<file path="config.mk">
export PLATFORM = sky130hd
export DESIGN_NAME = adc_register_controller
export DESIGN_NICKNAME = d
export VERILOG_FILES = /design/src/rtl/core/adcrc_pkg.sv /design/src/rtl/core/adcrc_mux_decode.sv /design/src/rtl/core/adcrc_convert.sv /design/src/rtl/core/adcrc_out_buffer.sv /design/src/rtl/core/adc_register_controller.sv
export SDC_FILE = /design/constraint.sdc
export NUM_CORES = 1
export LEC_CHECK = 0
export BUFFER_PORTS_ARGS = -buffer_cell sky130_fd_sc_hd__buf_2
export CELL_PAD_IN_SITES_DETAIL_PLACEMENT = 2
export CELL_PAD_IN_SITES_GLOBAL_PLACEMENT = 2
export CORE_AREA = 2 2 143 249
export CTS_CLUSTER_SIZE = 40
export DETAILED_ROUTE_END_ITERATION = 10
export DIE_AREA = 0 0 145 251
export PLACE_DENSITY = 0.85
export SETUP_SLACK_MARGIN = 0.02
export SYNTH_ARGS = -nofsm -noshare
export SYNTH_HDL_FRONTEND = slang
export SYNTH_SLANG_ARGS = --single-unit
</file>
<file path="constraint.sdc">
create_clock -name clock -period 22.7 [get_ports clock]
set_input_delay 4.54 -clock clock [delete_from_list [all_inputs] [get_ports clock]]
set_output_delay 4.54 -clock clock [all_outputs]
set_load 0.05 [all_outputs]
</file>
<file path="src/rtl/core/adcrc_pkg.sv">
// Shared types, register codes and constants of the ADC register controller.
`timescale 1ns / 1ps

package adcrc_pkg;

   // Operation codes of an input item.
   localparam logic [2:0] OP_READ    = 3'd0;
   localparam logic [2:0] OP_WRITE   = 3'd1;
   localparam logic [2:0] OP_TICK    = 3'd2;
   localparam logic [2:0] OP_TRIGGER = 3'd3;
   localparam logic [2:0] OP_ACK     = 3'd4;

   // Register indexes.
   localparam logic [2:0] REG_RESULT_LO = 3'd0;
   localparam logic [2:0] REG_RESULT_HI = 3'd1;
   localparam logic [2:0] REG_CTRL_A    = 3'd2;
   localparam logic [2:0] REG_CTRL_B    = 3'd3;
   localparam logic [2:0] REG_MUX       = 3'd4;
   localparam logic [2:0] REG_DDIS      = 3'd5;

   // Bit positions in control A.
   localparam int EN_BIT   = 7;
   localparam int SC_BIT   = 6;
   localparam int ATE_BIT  = 5;
   localparam int DONE_BIT = 4;
   localparam int IE_BIT   = 3;
   // Bit positions in the mux register and control B.
   localparam int LEFT_BIT   = 5;
   localparam int MUX_HI_BIT = 5;

   localparam logic [2:0]  TRIG_FREE_RUN      = 3'd0;
   localparam logic [15:0] CONV_LENGTH_RESET  = 16'd13;
   localparam int          SAMPLE_BITS_DEFAULT = 16;

   // Gains of the mux table.
   localparam logic [7:0] GAIN_1   = 8'd1;
   localparam logic [7:0] GAIN_10  = 8'd10;
   localparam logic [7:0] GAIN_40  = 8'd40;
   localparam logic [7:0] GAIN_200 = 8'd200;

   typedef struct packed {
      logic [2:0]  opcode;
      logic [2:0]  reg_index;
      logic [7:0]  write_data;
      logic [15:0] elapsed;
      logic [2:0]  event_source;
      logic        power_reduced;
      logic [15:0] pos_sample;
      logic [15:0] neg_sample;
   } req_type;

   typedef struct packed {
      logic [7:0] reg_byte;
      logic       irq_request;
      logic [3:0] pos_channel;
      logic [3:0] neg_channel;
      logic       busy_res;
      logic [7:0] pin_claim_mask;
   } rsp_type;

   typedef struct packed {
      logic [3:0] pos;
      logic [3:0] neg;
      logic [7:0] gain;
      logic       diff;
   } mux_map_type;

endpackage

</file>
<file path="src/rtl/core/adcrc_mux_decode.sv">
// Decoder from the six-bit mux selection to channels, gain and mode.
`timescale 1ns / 1ps

module adcrc_mux_decode (
   input  logic [5:0]                sel,
   output adcrc_pkg::mux_map_type    map
);

   always_comb begin
      // Unlisted codes fall back to single-ended on the low four bits.
      map.pos  = sel[3:0];
      map.neg  = 4'd0;
      map.gain = adcrc_pkg::GAIN_1;
      map.diff = 1'b0;
      unique case (sel)
         6'h20, 6'h21, 6'h22, 6'h23, 6'h24, 6'h25: begin
            map.pos = {1'b1, sel[2:0]};
         end
         6'h27: begin
            map.pos = 4'd13;
         end
         6'h08: begin map.pos = 4'd0; map.neg = 4'd1; map.gain = adcrc_pkg::GAIN_10; map.diff = 1'b1; end
         6'h09: begin map.pos = 4'd0; map.neg = 4'd1; map.gain = adcrc_pkg::GAIN_40; map.diff = 1'b1; end
         6'h0A: begin map.pos = 4'd1; map.neg = 4'd1; map.gain = adcrc_pkg::GAIN_10; map.diff = 1'b1; end
         6'h0B: begin map.pos = 4'd1; map.neg = 4'd1; map.gain = adcrc_pkg::GAIN_40; map.diff = 1'b1; end
         6'h0C: begin map.pos = 4'd4; map.neg = 4'd1; map.gain = adcrc_pkg::GAIN_10; map.diff = 1'b1; end
         6'h0D: begin map.pos = 4'd4; map.neg = 4'd1; map.gain = adcrc_pkg::GAIN_40; map.diff = 1'b1; end
         6'h0E: begin map.pos = 4'd5; map.neg = 4'd1; map.gain = adcrc_pkg::GAIN_10; map.diff = 1'b1; end
         6'h0F: begin map.pos = 4'd5; map.neg = 4'd1; map.gain = adcrc_pkg::GAIN_40; map.diff = 1'b1; end
         6'h10: begin map.pos = 4'd6; map.neg = 4'd1; map.gain = adcrc_pkg::GAIN_10; map.diff = 1'b1; end
         6'h11: begin map.pos = 4'd6; map.neg = 4'd1; map.gain = adcrc_pkg::GAIN_40; map.diff = 1'b1; end
         6'h12: begin map.pos = 4'd2; map.neg = 4'd1; map.gain = adcrc_pkg::GAIN_10; map.diff = 1'b1; end
         6'h13: begin map.pos = 4'd3; map.neg = 4'd1; map.gain = adcrc_pkg::GAIN_10; map.diff = 1'b1; end
         6'h14: begin map.pos = 4'd2; map.neg = 4'd1; map.gain = adcrc_pkg::GAIN_40; map.diff = 1'b1; end
         6'h15: begin map.pos = 4'd3; map.neg = 4'd1; map.gain = adcrc_pkg::GAIN_40; map.diff = 1'b1; end
         6'h28: begin map.pos = 4'd0; map.neg = 4'd1; map.gain = adcrc_pkg::GAIN_200; map.diff = 1'b1; end
         6'h29: begin map.pos = 4'd0; map.neg = 4'd1; map.gain = adcrc_pkg::GAIN_200; map.diff = 1'b1; end
         6'h2A: begin map.pos = 4'd1; map.neg = 4'd1; map.gain = adcrc_pkg::GAIN_200; map.diff = 1'b1; end
         6'h2C: begin map.pos = 4'd4; map.neg = 4'd5; map.gain = adcrc_pkg::GAIN_10; map.diff = 1'b1; end
         6'h2D: begin map.pos = 4'd4; map.neg = 4'd5; map.gain = adcrc_pkg::GAIN_40; map.diff = 1'b1; end
         6'h2E: begin map.pos = 4'd4; map.neg = 4'd5; map.gain = adcrc_pkg::GAIN_200; map.diff = 1'b1; end
         default: begin
         end
      endcase
   end

endmodule

</file>
<file path="src/rtl/core/adcrc_convert.sv">
// Conversion of the channel samples into the clamped ten-bit result word.
`timescale 1ns / 1ps

module adcrc_convert #(
   parameter int SAMPLE_BITS = adcrc_pkg::SAMPLE_BITS_DEFAULT
) (
   input  adcrc_pkg::mux_map_type map,
   input  logic [15:0]            pos_sample,
   input  logic [15:0]            neg_sample,
   input  logic                   left_adjust,
   output logic [15:0]            result
);

   localparam int PROD_W  = SAMPLE_BITS + 8;
   localparam int SHIFT_D = SAMPLE_BITS - 10;
   localparam int SHIFT_S = SAMPLE_BITS - 11;

   logic [SAMPLE_BITS-1:0] ps;
   logic [SAMPLE_BITS-1:0] ns;
   logic [SAMPLE_BITS-1:0] mag;
   logic                   below;
   logic [PROD_W-1:0]      prod;
   logic [PROD_W-1:0]      q_diff;
   logic [SAMPLE_BITS-1:0] q_single;
   logic [9:0]             clamped;
   logic [9:0]             res;

   always_comb begin
      ps       = SAMPLE_BITS'(32'(pos_sample));
      ns       = SAMPLE_BITS'(32'(neg_sample));
      below    = ns > ps;
      mag      = below ? (ns - ps) : (ps - ns);
      prod     = PROD_W'(mag) * PROD_W'(map.gain);
      q_diff   = prod >> SHIFT_D;
      q_single = ps >> SHIFT_S;
      clamped  = 10'd0;
      if (map.diff) begin
         if (below) begin
            clamped = (q_diff > PROD_W'(512)) ? 10'd512 : q_diff[9:0];
            // Negative readings are stored as ten-bit two's complement.
            res = 10'd0 - clamped;
         end else begin
            res = (q_diff > PROD_W'(511)) ? 10'd511 : q_diff[9:0];
         end
      end else begin
         res = (q_single > SAMPLE_BITS'(1023)) ? 10'd1023 : q_single[9:0];
      end
      result = left_adjust ? {res, 6'd0} : {6'd0, res};
   end

endmodule

</file>
<file path="src/rtl/core/adcrc_out_buffer.sv">
// Two-entry result buffer: a head register and a skid register.
`timescale 1ns / 1ps

module adcrc_out_buffer (
   input  logic               clock,
   input  logic               reset,
   input  logic               push,
   input  adcrc_pkg::rsp_type push_data,
   output logic               full,
   output logic               rsp_valid,
   input  logic               rsp_stall,
   output adcrc_pkg::rsp_type rsp_payload
);

   adcrc_pkg::rsp_type head_ff;
   adcrc_pkg::rsp_type head_in;
   adcrc_pkg::rsp_type skid_ff;
   adcrc_pkg::rsp_type skid_in;
   logic               head_valid_ff;
   logic               head_valid_in;
   logic               skid_valid_ff;
   logic               skid_valid_in;
   logic               pop;

   assign pop         = head_valid_ff && !rsp_stall;
   assign full        = skid_valid_ff;
   assign rsp_valid   = head_valid_ff;
   assign rsp_payload = head_ff;

   always_comb begin
      head_in       = head_ff;
      skid_in       = skid_ff;
      head_valid_in = head_valid_ff;
      skid_valid_in = skid_valid_ff;
      if (push) begin
         if (!head_valid_ff || (pop && !skid_valid_ff)) begin
            head_in       = push_data;
            head_valid_in = 1'b1;
         end else if (pop) begin
            // Skid moves up while the new result takes its place.
            head_in = skid_ff;
            skid_in = push_data;
         end else begin
            skid_in       = push_data;
            skid_valid_in = 1'b1;
         end
      end else if (pop) begin
         if (skid_valid_ff) begin
            head_in       = skid_ff;
            skid_valid_in = 1'b0;
         end else begin
            head_valid_in = 1'b0;
         end
      end
   end

   always_ff @(posedge clock) begin
      if (reset) begin
         head_valid_ff <= 1'b0;
         skid_valid_ff <= 1'b0;
      end else begin
         head_valid_ff <= head_valid_in;
         skid_valid_ff <= skid_valid_in;
      end
      head_ff <= head_in;
      skid_ff <= skid_in;
   end

   // The skid register only ever fills behind an occupied head.
   a_skid_behind_head: assert property (@(posedge clock) disable iff (reset)
      skid_valid_ff |-> head_valid_ff)
      else $error("skid entry without head entry");

   // A push is never offered when both entries are occupied.
   a_no_overflow: assert property (@(posedge clock) disable iff (reset)
      skid_valid_ff && !pop |-> !push)
      else $error("result pushed into full buffer");

endmodule

</file>
<file path="src/rtl/core/adc_register_controller.sv">
// Top level of the ADC register controller: register file, conversion control, result path.
`timescale 1ns / 1ps

// Usage:
// The req channel carries one operation per transfer (read, write, tick with
// channel samples, trigger event, interrupt acknowledge). Every accepted item
// produces exactly one rsp transfer holding the read byte and the controller
// status after the operation. Both channels use valid and stall: a transfer
// happens at a clock edge where valid is high and stall is low.
// An accepted item is held in the input register until the result buffer has
// room, is then applied to the register state and lands in the result buffer,
// and its result is offered once it reaches the head of the buffer. Throughput
// is one item per cycle while the result buffer is not full; the rate is
// set by the single pass from input register to result buffer, with one
// sample-times-gain multiply in that path.
// The result buffer holds two results. While rsp_stall is high, items keep
// entering until the buffer and the input register are full; then req_stall
// rises and stays high until the receiver takes a result.
// The csr port writes the conversion length; csr_ready is always high. Write
// it only while no item is in flight. Synchronous reset clears the register file
// and conversion state, empties both stages and sets the conversion length to thirteen.
module adc_register_controller #(
   parameter int SAMPLE_BITS = adcrc_pkg::SAMPLE_BITS_DEFAULT
) (
   input  logic               clock,
   input  logic               reset,
   input  logic               req_valid,
   output logic               req_stall,
   input  adcrc_pkg::req_type req_payload,
   output logic               rsp_valid,
   input  logic               rsp_stall,
   output adcrc_pkg::rsp_type rsp_payload,
   input  logic               csr_valid,
   output logic               csr_ready,
   input  logic [15:0]        csr_data
);

   adcrc_pkg::req_type     in_ff;
   logic                   in_valid_ff;
   logic                   in_valid_in;
   logic                   req_accept;
   logic                   proc;
   logic                   full;

   logic [7:0]             ctrl_a_ff;
   logic [7:0]             ctrl_a_in;
   logic [7:0]             ctrl_b_ff;
   logic [7:0]             ctrl_b_in;
   logic [7:0]             mux_ff;
   logic [7:0]             mux_in;
   logic [7:0]             ddis_ff;
   logic [7:0]             ddis_in;
   logic [15:0]            result_ff;
   logic [15:0]            result_in;
   logic                   busy_ff;
   logic                   busy_in;
   logic [15:0]            countdown_ff;
   logic [15:0]            countdown_in;
   logic [15:0]            conv_len_ff;

   adcrc_pkg::mux_map_type cur_map;
   adcrc_pkg::mux_map_type next_map;
   logic [15:0]            conv_result;
   logic [7:0]             rd;
   logic                   done_kept;
   adcrc_pkg::rsp_type     rsp_next;

   assign csr_ready  = 1'b1;
   assign req_accept = req_valid && !req_stall;
   assign proc       = in_valid_ff && !full;
   assign req_stall  = in_valid_ff && full;

   always_comb begin
      in_valid_in = in_valid_ff;
      if (req_accept) begin
         in_valid_in = 1'b1;
      end else if (proc) begin
         in_valid_in = 1'b0;
      end
   end

   adcrc_mux_decode u_cur_decode (
      .sel ({ctrl_b_ff[adcrc_pkg::MUX_HI_BIT], mux_ff[4:0]}),
      .map (cur_map)
   );

   adcrc_mux_decode u_next_decode (
      .sel ({ctrl_b_in[adcrc_pkg::MUX_HI_BIT], mux_in[4:0]}),
      .map (next_map)
   );

   adcrc_convert #(
      .SAMPLE_BITS (SAMPLE_BITS)
   ) u_convert (
      .map         (cur_map),
      .pos_sample  (in_ff.pos_sample),
      .neg_sample  (in_ff.neg_sample),
      .left_adjust (mux_ff[adcrc_pkg::LEFT_BIT]),
      .result      (conv_result)
   );

   always_comb begin
      ctrl_a_in    = ctrl_a_ff;
      ctrl_b_in    = ctrl_b_ff;
      mux_in       = mux_ff;
      ddis_in      = ddis_ff;
      result_in    = result_ff;
      busy_in      = busy_ff;
      countdown_in = countdown_ff;
      rd           = 8'd0;
      done_kept    = ctrl_a_ff[adcrc_pkg::DONE_BIT]
                     & ~in_ff.write_data[adcrc_pkg::DONE_BIT];
      unique case (in_ff.opcode)
         adcrc_pkg::OP_READ: begin
            unique case (in_ff.reg_index)
               adcrc_pkg::REG_RESULT_LO: rd = result_ff[7:0];
               adcrc_pkg::REG_RESULT_HI: rd = result_ff[15:8];
               adcrc_pkg::REG_CTRL_A:    rd = ctrl_a_ff;
               adcrc_pkg::REG_CTRL_B:    rd = ctrl_b_ff;
               adcrc_pkg::REG_MUX:       rd = mux_ff;
               adcrc_pkg::REG_DDIS:      rd = ddis_ff;
               default:                  rd = 8'd0;
            endcase
         end
         adcrc_pkg::OP_WRITE: begin
            unique case (in_ff.reg_index)
               adcrc_pkg::REG_CTRL_A: begin
                  // The done flag is write-one-to-clear; the other bits store.
                  ctrl_a_in = in_ff.write_data;
                  ctrl_a_in[adcrc_pkg::DONE_BIT] = done_kept;
                  if (ctrl_a_ff[adcrc_pkg::EN_BIT] && !in_ff.write_data[adcrc_pkg::EN_BIT]) begin
                     busy_in = 1'b0;
                  end
                  if (in_ff.write_data[adcrc_pkg::EN_BIT] && in_ff.write_data[adcrc_pkg::SC_BIT]) begin
                     busy_in      = 1'b1;
                     countdown_in = conv_len_ff;
                  end
               end
               adcrc_pkg::REG_CTRL_B: ctrl_b_in = in_ff.write_data;
               adcrc_pkg::REG_MUX:    mux_in    = in_ff.write_data;
               adcrc_pkg::REG_DDIS:   ddis_in   = in_ff.write_data;
               default: begin
               end
            endcase
         end
         adcrc_pkg::OP_TICK: begin
            if (in_ff.power_reduced) begin
               busy_in = 1'b0;
            end else if (busy_ff && ctrl_a_ff[adcrc_pkg::EN_BIT]) begin
               if (in_ff.elapsed >= countdown_ff) begin
                  result_in = conv_result;
                  ctrl_a_in[adcrc_pkg::SC_BIT]   = 1'b0;
                  ctrl_a_in[adcrc_pkg::DONE_BIT] = 1'b1;
                  busy_in = 1'b0;
                  // Free-running mode starts the next conversion right away.
                  if (ctrl_a_ff[adcrc_pkg::ATE_BIT] && ctrl_b_ff[2:0] == adcrc_pkg::TRIG_FREE_RUN) begin
                     busy_in      = 1'b1;
                     countdown_in = conv_len_ff;
                     ctrl_a_in[adcrc_pkg::SC_BIT] = 1'b1;
                  end
               end else begin
                  countdown_in = countdown_ff - in_ff.elapsed;
               end
            end
         end
         adcrc_pkg::OP_TRIGGER: begin
            if (ctrl_a_ff[adcrc_pkg::ATE_BIT] && ctrl_a_ff[adcrc_pkg::EN_BIT]
                && in_ff.event_source == ctrl_b_ff[2:0]) begin
               busy_in      = 1'b1;
               countdown_in = conv_len_ff;
               ctrl_a_in[adcrc_pkg::SC_BIT] = 1'b1;
            end
         end
         adcrc_pkg::OP_ACK: begin
            if (ctrl_a_ff[adcrc_pkg::IE_BIT]) begin
               ctrl_a_in[adcrc_pkg::DONE_BIT] = 1'b0;
            end
         end
         default: begin
         end
      endcase
   end

   always_comb begin
      rsp_next.reg_byte       = rd;
      rsp_next.irq_request    = ctrl_a_in[adcrc_pkg::IE_BIT] & ctrl_a_in[adcrc_pkg::DONE_BIT];
      rsp_next.pos_channel    = next_map.pos;
      rsp_next.neg_channel    = next_map.diff ? next_map.neg : 4'd0;
      rsp_next.busy_res       = busy_in;
      rsp_next.pin_claim_mask = ctrl_a_in[adcrc_pkg::EN_BIT] ? ddis_in : 8'd0;
   end

   always_ff @(posedge clock) begin
      if (reset) begin
         in_valid_ff  <= 1'b0;
         ctrl_a_ff    <= 8'd0;
         ctrl_b_ff    <= 8'd0;
         mux_ff       <= 8'd0;
         ddis_ff      <= 8'd0;
         result_ff    <= 16'd0;
         busy_ff      <= 1'b0;
         countdown_ff <= 16'd0;
         conv_len_ff  <= adcrc_pkg::CONV_LENGTH_RESET;
      end else begin
         in_valid_ff <= in_valid_in;
         if (proc) begin
            ctrl_a_ff    <= ctrl_a_in;
            ctrl_b_ff    <= ctrl_b_in;
            mux_ff       <= mux_in;
            ddis_ff      <= ddis_in;
            result_ff    <= result_in;
            busy_ff      <= busy_in;
            countdown_ff <= countdown_in;
         end
         if (csr_valid && csr_ready) begin
            conv_len_ff <= csr_data;
         end
      end
      if (req_accept) begin
         in_ff <= req_payload;
      end
   end

   adcrc_out_buffer u_out_buffer (
      .clock       (clock),
      .reset       (reset),
      .push        (proc),
      .push_data   (rsp_next),
      .full        (full),
      .rsp_valid   (rsp_valid),
      .rsp_stall   (rsp_stall),
      .rsp_payload (rsp_payload)
   );

   // A conversion can only be running while the converter is enabled.
   a_busy_needs_enable: assert property (@(posedge clock) disable iff (reset)
      busy_ff |-> ctrl_a_ff[adcrc_pkg::EN_BIT])
      else $error("conversion running with converter disabled");

   // The done flag is only ever set by a tick that completes a conversion.
   a_done_from_tick: assert property (@(posedge clock) disable iff (reset)
      $rose(ctrl_a_ff[adcrc_pkg::DONE_BIT]) |->
         $past(proc) && $past(in_ff.opcode) == adcrc_pkg::OP_TICK)
      else $error("done flag set outside a completing tick");

endmodule
</file>
# Word level (Yosys, flattened, before mapping)
# Cells that the tools add are included.
# W data, S select, Z words.
op_classes:
  add_sub_neg: 4
  multipliers: 1
  n_lt_le_gt_ge: 5
  n_eq_ne: 68
  n_mux: 65
  bitwise: 5
  reduce_logical: 49
ops:
  columns: ["cell", "n"]
  rows:
  - ["$mux W16", 9]
  - ["$mux W26", 5]
  - ["$eq A6 B6 Y1 const B", 19]
  - ["$eq A6 B4 Y1 const B", 16]
  - ["$eq A6 B5 Y1 const B", 12]
  - ["$pmux W12 S6", 1]
  - ["$pmux W9 S6", 1]
  - ["$mux W10", 5]
  - ["$pmux W16 S3", 1]
  - ["$pmux W8 S6", 1]
  - ["$sub A16 B16 Y16", 3]
  - ["$mux W8", 5]
  - ["$pmux W4 S9", 1]
  - ["$reduce_or A7 Y1", 4]
  - ["$mux W1", 27]
  - ["$mul A16 B8 Y24", 1]
  - ["$gt A18 B10 Y1 const B", 1]
  - ["$gt A18 B9 Y1 const B", 1]
  - ["$reduce_and A3 Y1", 6]
  - ["$ge A16 B16 Y1", 1]
  - ["$gt A16 B16 Y1", 1]
  - ["$ne A2 B2 Y1 const B", 8]
  - ["$eq A3 B2 Y1 const B", 4]
  - ["$mux W6", 2]
  - ["other kinds (27)", 62]
totals:
  ff_bits: 202
  input_bits: 87
  output_inout_bits: 29
  elab_cells: 232

# Longest topological paths before layout
depth:
  word_depth: 10
  depth_mapped: 41

# By module
# A second synthesis with hierarchy kept.
unflattened:
  hier_cells: 1877
  area_unflattened_um2: 17127.7
modules_own_cells:
  columns: ["module", "instances", "cells_per_inst", "area_each_um2", "seq_area_each_um2"]
  rows:
  - ["adcrc_convert", 1, 959, 7161.9, 0.0]
  - ["adc_register_controller", 1, 655, 7093.1, 3623.5]
  - ["adcrc_out_buffer", 1, 155, 2212.1, 1601.5]
  - ["adcrc_mux_decode", 2, 54, 330.3, 0.0]

# Worst setup path after synthesis
# OpenSTA, ideal clock, no wires.
synth_timing:
  kind: "register -> register"
  start: "register in_ff[22] in the netlist's numbering"
  end: "register result_ff[6]"
  arrival_ns: 9.037
  required_time_ns: 22.585
  setup_slack_ns: 13.549
  stages_incl_launch_ff: 38
  synth_period_minus_slack_ns: 9.151
  path_cell_list: "edfxtp_1 > ha_1 > clkbuf_1 > a21oi_1 > o21ai_0 > nor3_1 > a2111oi_0 > o21a_1 > buf_2 > buf_1 > o21ai_0 > xor2_1 > or2_2 > fa_1 > inv_1 > fa_1 > inv_1 > fa_1 > [... 2 more ...] > ha_1 > buf_6 > a211o_1 > a21o_1 > a32oi_4 > a311oi_1 > or3_4 > a2111oi_4 > nand4_2 > buf_2 > nand2b_1 > ha_1 > inv_1 > a41oi_1 > o21bai_1 > a22oi_1 > a2111oi_0 > a2111oi_0"
synth_between:
  elab_chain_cells: 9
  elab_cells_between_ends: 15
  cone_classes: "add/sub (3); mul (1); order compare (4); mux (7)"
synth_lines:
  columns: ["element", "line_no", "rtl"]
  rows:
  - ["start: declaration", "adc_register_controller.sv:38", "adcrc_pkg::req_type in_ff;"]
  - ["start signal: assignment", "adc_register_controller.sv:220", "in_ff <= req_payload;"]
  - ["$sub A16 B16 Y16 / $gt A16 B16 Y1 (equally long branches)", "adcrc_convert.sv:32, adcrc_convert.sv:31", null]
  - ["$mux W16", "adcrc_convert.sv:32", "mag = below ? (ns - ps) : (ps - ns);"]
  - ["$mul A16 B8 Y24", "adcrc_convert.sv:33", "prod = PROD_W'(mag) * PROD_W'(map.gain);"]
  - ["$gt A18 B10 Y1", "adcrc_convert.sv:39", "clamped = (q_diff > PROD_W'(512)) ? 10'd512 : q_diff[9:0];"]
  - ["$mux W10", "adcrc_convert.sv:39", null]
  - ["$sub A1 B10 Y10", "adcrc_convert.sv:41", "res = 10'd0 - clamped;"]
  - ["$mux W10", "adcrc_convert.sv:38", "if (below) begin"]
  - ["$mux W10 (*)", "adcrc_convert.sv:37", "if (map.diff) begin"]
  - ["$mux W16 (*)", "adcrc_convert.sv:48", "result = left_adjust ? {res, 6'd0} : {6'd0, res};"]
  - ["end signal: assignment", "adc_register_controller.sv:211", "result_ff <= result_in;"]
  - ["end: declaration", "adc_register_controller.sv:53", "logic [15:0] result_ff;"]
# Every way passes the cells marked *; elsewhere a longest branch is shown, timed or not.
# A chain may end at the register's enable or synchronous reset.

# Final worst setup path
layout_timing:
  start: "register in_ff[7] in the netlist's numbering"
  end: "register result_ff[6]"
layout_between:
  elab_chain_cells: 9
  elab_cells_between_ends: 13
  cone_classes: "add/sub (3); mul (1); order compare (3); mux (6)"
layout_lines:
  columns: ["element", "line_no"]
  rows:
  - ["$sub A16 B16 Y16 / $gt A16 B16 Y1 (equally long branches)", "adcrc_convert.sv:32, adcrc_convert.sv:31"]
  - ["$mux W16", "adcrc_convert.sv:32"]
  - ["$mul A16 B8 Y24", "adcrc_convert.sv:33"]
  - ["$gt A18 B10 Y1", "adcrc_convert.sv:39"]
  - ["$mux W10", "adcrc_convert.sv:39"]
  - ["$sub A1 B10 Y10", "adcrc_convert.sv:41"]
  - ["$mux W10 (*)", "adcrc_convert.sv:38"]
  - ["$mux W10 (*)", "adcrc_convert.sv:37"]
  - ["$mux W16 (*)", "adcrc_convert.sv:48"]
# Marked as above.

==> results.toml <==
[run_status]
status = "complete, no violations"

[sta]
fin_skew_ns = 0.0202
fin_ws_ns = 12.01
period_needed_ns = 10.69
fmax_mhz = 93.6
finalMaxSlewViolations = 0
setup_viol = 0
relSlewSlack_pct = 38.3
tightest_slew_ns = 0.925
rsz0062_at_grt = "no"
hold_viol_final = 0
finalSetupTns_ns = 0
fin_crit_sh_pct = 47.1

[cts]
clock_latency_ns = 0.46
cts_num_sinks = 198
cts_resized = 0
cts_tree = "yes"
cts_setup_buffers = 0
cts_buffers = 17
cts-htree-levels = 4
ctsHoldBuffers = 0
clk_pin_slew_ns = 0.08
root_buffer = "clkbuf_16"
clockBufferDepth = 2

[yosys]
syn_avg_cell_area_um2 = 9.15
synth_warnings = 0
synth.ff_latch_count = 198
synth.most_common_cell = "nor2_1"
synthArstFlopShare_pct = 0
synth_cell_type_count = 77
netlist_top_cells_area = "edfxtp_1, dfxtp_1, ha_1"
synth_seq_area_share_pct = 35.8
dominantRegCellSynth = "edfxtp_1"
synthCells = 1560
synthTopCellsByCount = "nor2_1, inv_1, edfxtp_1, ha_1"
syn-cell-area_um2 = 14300
synth_top_area_share_pct = 24.0
synth_area_leader_cell = "edfxtp_1"
synth_edf_count = 114

[global_routing]
gr-total-overflow = 0
grt_pass1_wl_mm = 76.3
antenna_found_initial = 1
grt_max_degree = 79
grt_use_total_pct = 26.8
first_global_vias = 14100

[layout]
final_nets = 1883
area_growth_pct = 11.8
regArea_um2 = 5100
nFillCells = 3770
drive_gt1_share_pct = 13.4
multi_input_area_um2 = 8250

[detailed_routing]
drt_iter0_drc = 459
drcViolationCount = 0
vias_per_cell = 5.75
drt-pass1-iter-count = 6
wl_mm = 47.9
vias = 12100
wl_per_cell_um = 22.7
drtAntennaViolNets = 0

[placement]
place.gp.congestion = 0.849
hpwl_mm = 37.1
portBuffers = 112
dp_slack_ns = 12.09

[die]
dieArea_um2 = 36400
core.rowCount = 90
initial_core_util_pct = 41.5
ioPinCount = 116
die_x_um = 145
core_area_um2 = 34300
fp.dieH_um = 251

[pwr]
share_seq_of_total_power_pct = 40.9
switching_share_pct = 32.6
internal_power_mw = 0.663
clkPwrFrac_pct = 34.5
p_comb_share_pct = 24.7
p_switching_mw = 0.321
vdd_ir_drop_max_uv = 51.3
p_leak_nw = 6.92
power.density_nw_per_um2 = 61.7

[setup_path]
worstPathArrival_ns = 11.03
start_kind = "flip-flop"
cp_max_fo = 31
crit_path_end_kind = "flip-flop"
crit_top_cell = "inv_1"
crit_type = "flip-flop to flip-flop"
cp_slowest_cell = "a2111oi_0"
max_stage_delay_ns = 0.76
worst_ep_required_time_ns = 23.04

[run]
cap_viol_max_count = 0

[worst_hold_path]
worstHoldPathType = "flip-flop to flip-flop"
-- cell type report --
cell class	count	area share, %
Antenna cell	1	0.0157
Clock buffer	22	3.25
Clock inverter	10	0.926
Inverter	169	3.98
Multi-Input combinational cell	1119	51.7
Sequential cell	198	32.0
Tap cell	460	3.61
Timing Repair Buffer	133	4.50
-- logic make-up after synthesis --
| kind of cell | synth area share, % |
|---|---|
| XOR/XNOR | 2.70 |
| AND/OR/NAND/NOR | 15.8 |
| buffers and inverters | 6.59 |
| AO/OA/AOI/OAI | 15.6 |
| other | 0.0526 |
| multiplexers | 6.85 |
| flip-flops | 35.8 |
| adder cells (fa/ha/maj) | 16.6 |
-- state kept, by name, summed over array words and instances (netlist names), 8 cells and up --
register and flops:
u_out_buffer.rsp_payload 24, mux_ff 8, ddis_ff 8, in_ff 66, u_out_buffer.skid_ff 24, ctrl_a_ff 8
result_ff 16, countdown_ff 16, conv_len_ff 16, ctrl_b_ff 8
-- power by group through the flow --
stage	logic [mW]	registers, mW	clock network, mW
2_1_floorplan	0.157	0.412	0
3_3_place_gp	0.230	0.409	0
3_5_place_dp	0.241	0.410	0
4_1_cts	0.245	0.402	0.346
5_1_grt	0.267	0.403	0.358
6_report	0.243	0.402	0.339
-- per-stage QoR --
step	utilization (%)	instances	instance area (um^2)	hold WS, ns	total power [mW]
after global routing	46.4	2112	15900	0.496	1.03
after floorplan	-	1561	14300	0.429	0.569
after CTS	46.4	2111	15900	0.466	0.993
after detailed placement	44.5	2079	15300	0.456	0.652
after global placement	44.5	2079	15300	0.439	0.639
final	46.4	2112	15900	0.463	0.984
-- layer usage --
metal | global-route usage, % | up-vias | part of all wire [%]
li1 | - | 5603 | -
met1 | 24.9 | 6175 | 34
met2 | 55.2 | 238 | 59
met3 | 2.74 | 124 | 1.9
met4 | 15.2 | 0 | 5.5
met5 | 0 | - | 0
-- path summary, 6_finish.rpt --
check                           slack [ns]           end    startpoint  depth (start not counted)
worst min-delay path                  0.46  ctrl_a_ff[2]  ctrl_a_ff[2]                          2
worst min register to register        0.46  ctrl_a_ff[2]  ctrl_a_ff[2]                          2
worst max register to register       12.01  result_ff[6]      in_ff[7]                         35
worst max-delay path                 12.01  result_ff[6]      in_ff[7]                         35
-- cell usage in the layout (no fill, tap or decap), drive strengths merged, types with 20 or more instances in the layout --
master	count
dfxtp	84
nor2	195
edfxtp	114
mux2i	65
a21o	25
inv	172
nor3	32
buf	133
xor2	23
o21ai	69
mux2	21
nand4	25
nand2	99
clkbuf	22
fa	53
nand3	39
a21oi	99
ha	105
xnor2	21
a211oi	20
-- critical path: cells and delay by family (launching register included) --
family,cells,cell delay (ns)
AO/OA/AOI/OAI,13,3.62
XOR/XNOR,2,0.98
AND/OR/NAND/NOR,6,1.30
buffers and inverters,7,0.83
adder cells (fa/ha/maj),7,3.41
flip-flops,1,0.42
(Power assumes the default switching activity.)
